### src/rtl/core/mazebt_pkg.sv
`timescale 1ns / 1ps

package mazebt_pkg;

    typedef enum logic [2:0] {
        ST_CLEAR,
        ST_IDLE,
        ST_SCAN,
        ST_TAIL,
        ST_DECIDE,
        ST_POP,
        ST_EMIT
    } mazebt_state_t;

    localparam logic OP_RESTART = 1'b0;
    localparam logic OP_STEP    = 1'b1;

    localparam logic [1:0] ACT_RESTART = 2'd0;
    localparam logic [1:0] ACT_CARVE   = 2'd1;
    localparam logic [1:0] ACT_BACK    = 2'd2;
    localparam logic [1:0] ACT_FINISH  = 2'd3;

    localparam logic [1:0] SIDE_UP    = 2'd0;
    localparam logic [1:0] SIDE_DOWN  = 2'd1;
    localparam logic [1:0] SIDE_LEFT  = 2'd2;
    localparam logic [1:0] SIDE_RIGHT = 2'd3;

    localparam logic REG_WIDTH  = 1'b0;
    localparam logic REG_HEIGHT = 1'b1;

    typedef struct packed {
        logic clr_step;
        logic start_restart;
        logic start_step;
        logic scan;
        logic decide;
        logic pop_load;
        logic emit;
    } mazebt_cmd_t;

    typedef struct packed {
        logic clr_last;
        logic scan_last;
        logic carve_ok;
        logic stack_nz;
        logic out_free;
    } mazebt_stat_t;

endpackage

### src/rtl/core/mazebt_ctrl.sv
`timescale 1ns / 1ps

module mazebt_ctrl (
    input  logic                 aclk,
    input  logic                 aresetn,
    input  logic                 s_tvalid,
    input  logic                 s_opcode,
    output logic                 s_tready,
    input  mazebt_pkg::mazebt_stat_t stat,
    output mazebt_pkg::mazebt_cmd_t  cmd
);
    import mazebt_pkg::*;

    mazebt_state_t state_reg, state_next;
    logic          restart_reg, restart_next;

    always_ff @(posedge aclk) begin
        if (!aresetn) begin
            state_reg   <= ST_CLEAR;
            restart_reg <= 1'b0;
        end else begin
            state_reg   <= state_next;
            restart_reg <= restart_next;
        end
    end

    always_comb begin
        state_next   = state_reg;
        restart_next = restart_reg;
        unique case (state_reg)
            ST_CLEAR: begin
                if (stat.clr_last) begin
                    state_next = restart_reg ? ST_EMIT : ST_IDLE;
                end
            end
            ST_IDLE: begin
                if (s_tvalid) begin
                    if (s_opcode == OP_RESTART) begin
                        state_next   = ST_CLEAR;
                        restart_next = 1'b1;
                    end else begin
                        state_next = ST_SCAN;
                    end
                end
            end
            ST_SCAN: begin
                if (stat.scan_last) begin
                    state_next = ST_TAIL;
                end
            end
            ST_TAIL:   state_next = ST_DECIDE;
            ST_DECIDE: state_next = (!stat.carve_ok && stat.stack_nz) ? ST_POP : ST_EMIT;
            ST_POP:    state_next = ST_EMIT;
            ST_EMIT: begin
                if (stat.out_free) begin
                    state_next = ST_IDLE;
                end
            end
            default:   state_next = ST_IDLE;
        endcase
    end

    always_comb begin
        cmd      = '0;
        s_tready = 1'b0;
        unique case (state_reg)
            ST_CLEAR:  cmd.clr_step = 1'b1;
            ST_IDLE: begin
                s_tready = 1'b1;
                if (s_tvalid) begin
                    cmd.start_restart = (s_opcode == OP_RESTART);
                    cmd.start_step    = (s_opcode == OP_STEP);
                end
            end
            ST_SCAN:   cmd.scan = 1'b1;
            ST_TAIL:   cmd = '0;
            ST_DECIDE: cmd.decide = 1'b1;
            ST_POP:    cmd.pop_load = 1'b1;
            ST_EMIT:   cmd.emit = stat.out_free;
            default:   cmd = '0;
        endcase
    end

endmodule

### config.mk
export PLATFORM = sky130hd
export DESIGN_NAME = mazebt_ctrl
export DESIGN_NICKNAME = d
export VERILOG_FILES = /design/src/rtl/core/mazebt_pkg.sv /design/src/rtl/core/mazebt_ctrl.sv
export SDC_FILE = /design/constraint.sdc
export NUM_CORES = 1
export LEC_CHECK = 0
export BUFFER_PORTS_ARGS = -buffer_cell sky130_fd_sc_hd__buf_2
export CAP_MARGIN = 40
export CORE_AREA = 2 2 39 41
export CTS_CLUSTER_DIAMETER = 120
export CTS_CLUSTER_SIZE = 12
export DETAILED_ROUTE_END_ITERATION = 10
export DIE_AREA = 0 0 41 43
export SYNTH_ARGS = -nofsm -noshare
export SYNTH_HDL_FRONTEND = slang
export SYNTH_SLANG_ARGS = --single-unit
### constraint.sdc
create_clock -name aclk -period 1.4 [get_ports aclk]
set_clock_uncertainty 0.1 [all_clocks]
set_input_delay 0.14 -clock aclk [delete_from_list [all_inputs] [get_ports aclk]]
set_output_delay 0.14 -clock aclk [all_outputs]
set_load 0.005 [all_outputs]
# After elaboration in Yosys (flattened, before gate mapping)
# Cells that the tools add are included.
# Widths: inputs -> output; s select.
# totals
register_bits	4
out_inout_bits	8
# op_classes
n_eq_ne	10
muxes	16
bitwise_logic	1
n_reduce_logical	5
# op_table
operator	count
$pmux 3 s7	1
$mux 3	5
$eq 3x3->1 const B	3
$mux 2	4
$ne 2x2->1 const B	4
$eq 3x2->1 const B	2
$mux 1	6
$reduce_and 4->1	1
$eq 3x1->1 const B	1
$logic_not 3->1	1
$reduce_and 3->1	1
$logic_and 1x1->1	1
$logic_not 1->1	1
$not 1->1	1

# Logic depth before layout (Yosys ltp)
# depth
ltp_word	4
ltp_mapped	5

# Least setup slack after synthesis
# No wires, ideal clock.
# synth_timing
path_kind	register to register
startpoint	reg state_reg[2]
endpoint	reg state_reg[2]
setup_ns	0.117
arrival_ns	0.962
t_required_ns	1.183
path_slack_ns	0.221
path_stages_with_launch	6
n_path_buf	1
cell_sequence	dfxtp_1 > buf_6 > and4bb_1 > a21oi_2 > a22oi_1 > nor2_1
# synth_between
elab_chain_len	3
word_cells_on_any_way	13
cone_classes	eq/ne (10); mux (1); reduce/logical (2)
# synth_rtl
item	line_no	rtl
start: declaration	mazebt_ctrl.sv:14	mazebt_state_t state_reg, state_next;
start signal: assignment	mazebt_ctrl.sv:22	state_reg <= state_next;
$eq 3x2->1 (tied with other cells)	mazebt_ctrl.sv:30	unique case (state_reg)
$ne 2x2->1 (no source line)	-	
$reduce_and 4->1 (no source line)	-	
# Several ways; a longest one is shown, not always the timed one.
# A chain may end at the register's enable or synchronous reset.

==> Implementation_results.wiki <==
{| class="wikitable"
! Metric !! Value
|-
| Share of Yosys cell area claimed by the top area cell type || 0.241
|-
| Maximum operating frequency || 0.717 GHz
|-
| Cell with the most instances after synthesis || nor2_1
|-
| Fraction of synthesized cell area in xor and xnor cells || 0
|-
| Antenna violations before repair || 0
|-
| Power Density || between 1500 and 2000 nW/µm²
|-
| Setup slack at placement || 119 ps
|-
| # placed instances || 78
|-
| Fraction of final layout cells sized beyond drive strength 1 || 0.463
|-
| Synthesized-area fraction occupied by ao, oa, aoi and oai cells || 0.207
|-
| Met2 routing resource usage after global routing || 0.153
|-
| Number of design rule violations left after detail routing || 0
|-
| Drt total wl || 835 µm
|-
| Post-route non-filler standard cell count || a little over 80
|-
| Total negative slack for setup checks || 0 ps
|-
| Cells after synthesis || 46
|-
| Std-Cell Core Area || 1380 µm²
|-
| Total setup violations reported at the end of the flow || 0
|-
| Async set or reset register ratio after synthesis || 0
|-
| Kind of cell adding the most delay to the critical path || simple AND/OR/NAND/NOR gates
|-
| Setup repair after global routing missed its margin || yes
|-
| Fin util || 0.359
|-
| CP required || 1160 ps
|-
| Global routing's busiest layer || met1
|-
| Net count, final || 78
|-
| Worst slew margin relative to its limit || 0.881
|-
| Site Rows || 14
|-
| Gp weighted congestion || 0.849
|-
| Period utilisation layout || 0.996
|-
| Outcome || finished, final reports clean
|-
| Total via count in the routed design || just under 400
|-
| Clk buf depth || 2
|-
| Top_reg_cell synth || dfxtp_1
|-
| Worst Max-Slew Pin Slew || ~170 ps
|-
| Sequential Area || 91.3 µm²
|-
| Mean post-synth cell area || slightly above 7 µm²
|-
| Clk sink count || 4
|-
| TritonCTS clock tree || done
|-
| Standard cell with the maximum stage delay on the critical path || dfxtp_4
|-
| Vias in the first global route || ~350
|-
| Starting Density || 0.241
|-
| Number of synthesis warnings || 0
|-
| Root Driver || clkbuf_4
|-
| Clock buffers created by TritonCTS || 3
|-
| Post-route setup slack || 5.82 ps
|-
| Post-synthesis sequential area ratio || 0.241
|-
| Worst min-delay path category || in -> reg
|-
| Number of distinct library cells after synthesis || 24
|-
| Height of the chip || 43 µm
|-
| Category of the worst setup path launch point || flop
|-
| Count of antenna-violating nets left after detailed routing || 0
|-
| Top cells by instance count after synthesis || nor2_1 (8), nor3_1 (5), dfxtp_1 (4), inv_1 (4)
|-
| Post-route design area || 497 µm²
|-
| Dominant combinational cell family by area after synthesis || simple AND/OR/NAND/NOR gates
|-
| Leakage power || 0.235 nW
|-
| Wire length of the first global-routing pass || 1400 µm
|-
| Routed length per instance || 10.1 µm
|-
| Input/output buffers || 16
|-
| Clock network latency to the later pin of the worst-skew pair || 230 ps
|-
| Global route total overflow || 0
|-
| Shortest clock period the worst path allows after layout || 1390 ps
|-
| Buffers plus inverters on the worst setup path || 1
|-
| Netlist Area Pre-Place || 333 µm²
|-
| Pin count of the biggest net entering global routing || 10
|-
| Number of filler cells placed in the layout || approximately 150
|-
| Reg2reg path depth || 5
|-
| # Max-Cap Violations || 0
|-
| Worst path cell trace || nor3b_4, and3_4, buf_6
|-
| Max FFs per register || 3
|-
| Fraction of the mapped netlist area in simple logic gates || 0.406
|-
| Number of I/O pins || 17
|-
| Largest fanout of any net on the critical path || 7
|-
| Global-route usage over all layers || 0.117
|-
| Largest stage delay on the critical path || between 300 and 400 ps
|-
| Syn Nets || 55
|-
| Hold depth || 3
|-
| Met1 demand-to-capacity share in global routing || 0.158
|-
| DIE WIDTH || 41 µm
|-
| Initial DRC count || 13
|-
| Instance area after placement || 432 µm²
|-
| Number of failing hold endpoints at the final stage || 0
|-
| Worst endpoint data arrival time || 1150 ps
|-
| Synth-to-layout area growth || 49.2%
|-
| Maximum resistive drop on vdd || 767 µV
|-
| Cell type contributing the most total cell area after synthesis || dfxtp_1
|-
| Synth Register Bits || 4
|-
| Floorplan die area || 1760 µm²
|-
| Cts-stage hold buffer count || 0
|-
| Stages on worst setup path || 3
|-
| Number of diodes || 0
|-
| GRT met3 Usage || 0.0471
|-
| Worst slack on hold paths || slightly below 80 ps
|-
| Footprint of the multi-input gates || 224 µm²
|-
| Clock slew at the register clock pins of the worst setup and hold paths || approximately 40 ps
|-
| Count of H-tree levels built during CTS || 1
|-
| Max Slew Vio Count || 0
|-
| Class of the most critical setup path || reg -> out
|-
| Synth area leaders || dfxtp_1 (24%), nor2_1 (9.0%), nor3_1 (7.5%)
|-
| Detailed-routing iteration count for the pre-antenna-repair pass || 4
|-
| Arithmetic-cell share of the synthesized area counting full adders, half adders and majority gates || 0
|-
| Via density || 4.78
|-
| EDFF count, synth || 0
|-
| Critical Path End Type || output port
|-
| HPWL after detailed placement || approximately 640 µm
|-
| PnR Total Power || 0.954 mW
|-
| Fraction of synthesized area in multiplexers || 0.0301
|}
[per-layer routing]
metal,vias up,part of all wire,wire (µm)
met1,171,0.43,363
met2,17,0.50,415
li1,209,-,-
met5,-,0,0
met3,0,0.067,56
met4,0,0,0
[worst reg2reg max path: cells and delay by family (launching register included)]
| kind | cells | cell delay, ps |
|---|---|---|
| compound gates | 2 | 290 |
| simple gates | 2 | 230 |
| buf+inv | 1 | 150 |
| flops | 1 | 360 |
[layout make-up]
cell class | count | share of cell area
Timing Repair Buffer | 21 | 0.249
Multi-Input combinational cell | 35 | 0.451
Clock buffer | 3 | 0.0453
Tap cell | 16 | 0.0403
Inverter | 4 | 0.0302
Sequential cell | 4 | 0.184
[report_power, final]
group	switching, mW	internal [mW]	total [mW]
combinational	0.268	0.300	0.568
sequential	0.0726	0.176	0.249
clock	0.0417	0.0955	0.137
[final timing paths]
path | slack [ps] | endpoint | start
max | 6 | cmd[5] | state_reg[2]
min | 80 | state_reg[0] | aresetn
max reg2reg | 160 | state_reg[2] | state_reg[2]
min reg2reg | 440 | restart_reg | restart_reg
[logic make-up (layout without fill, tap and decap cells)]
family | after synthesis | after routing
and+or+nand+nor | 24 | 24
AOI/OAI and AO/OA | 10 | 10
DFF | 4 | 4
buffers and inverters | 7 | 28
muxes | 1 | 1
[repair_timing]
| action | 4_1_cts | 5_1_grt |
|---|---|---|
| setup buffers | 1 | 1 |
| resized for setup | 3 | 6 |
| endpoints found under the setup margin | 5 | 3 |
| endpoints found under the hold margin | 0 | 0 |
| pin swaps | 1 | 3 |
[layout by cell type, fill, tap and decap left out, drive strengths merged, types with 2 or more instances in the layout]
master	n
inv	4
and3	3
nor2	8
clkbuf	3
o21ai	2
nor3	5
dfxtp	4
nand2	3
a21oi	3
buf	21
No activity file was read; power rests on OpenSTA's default activity.
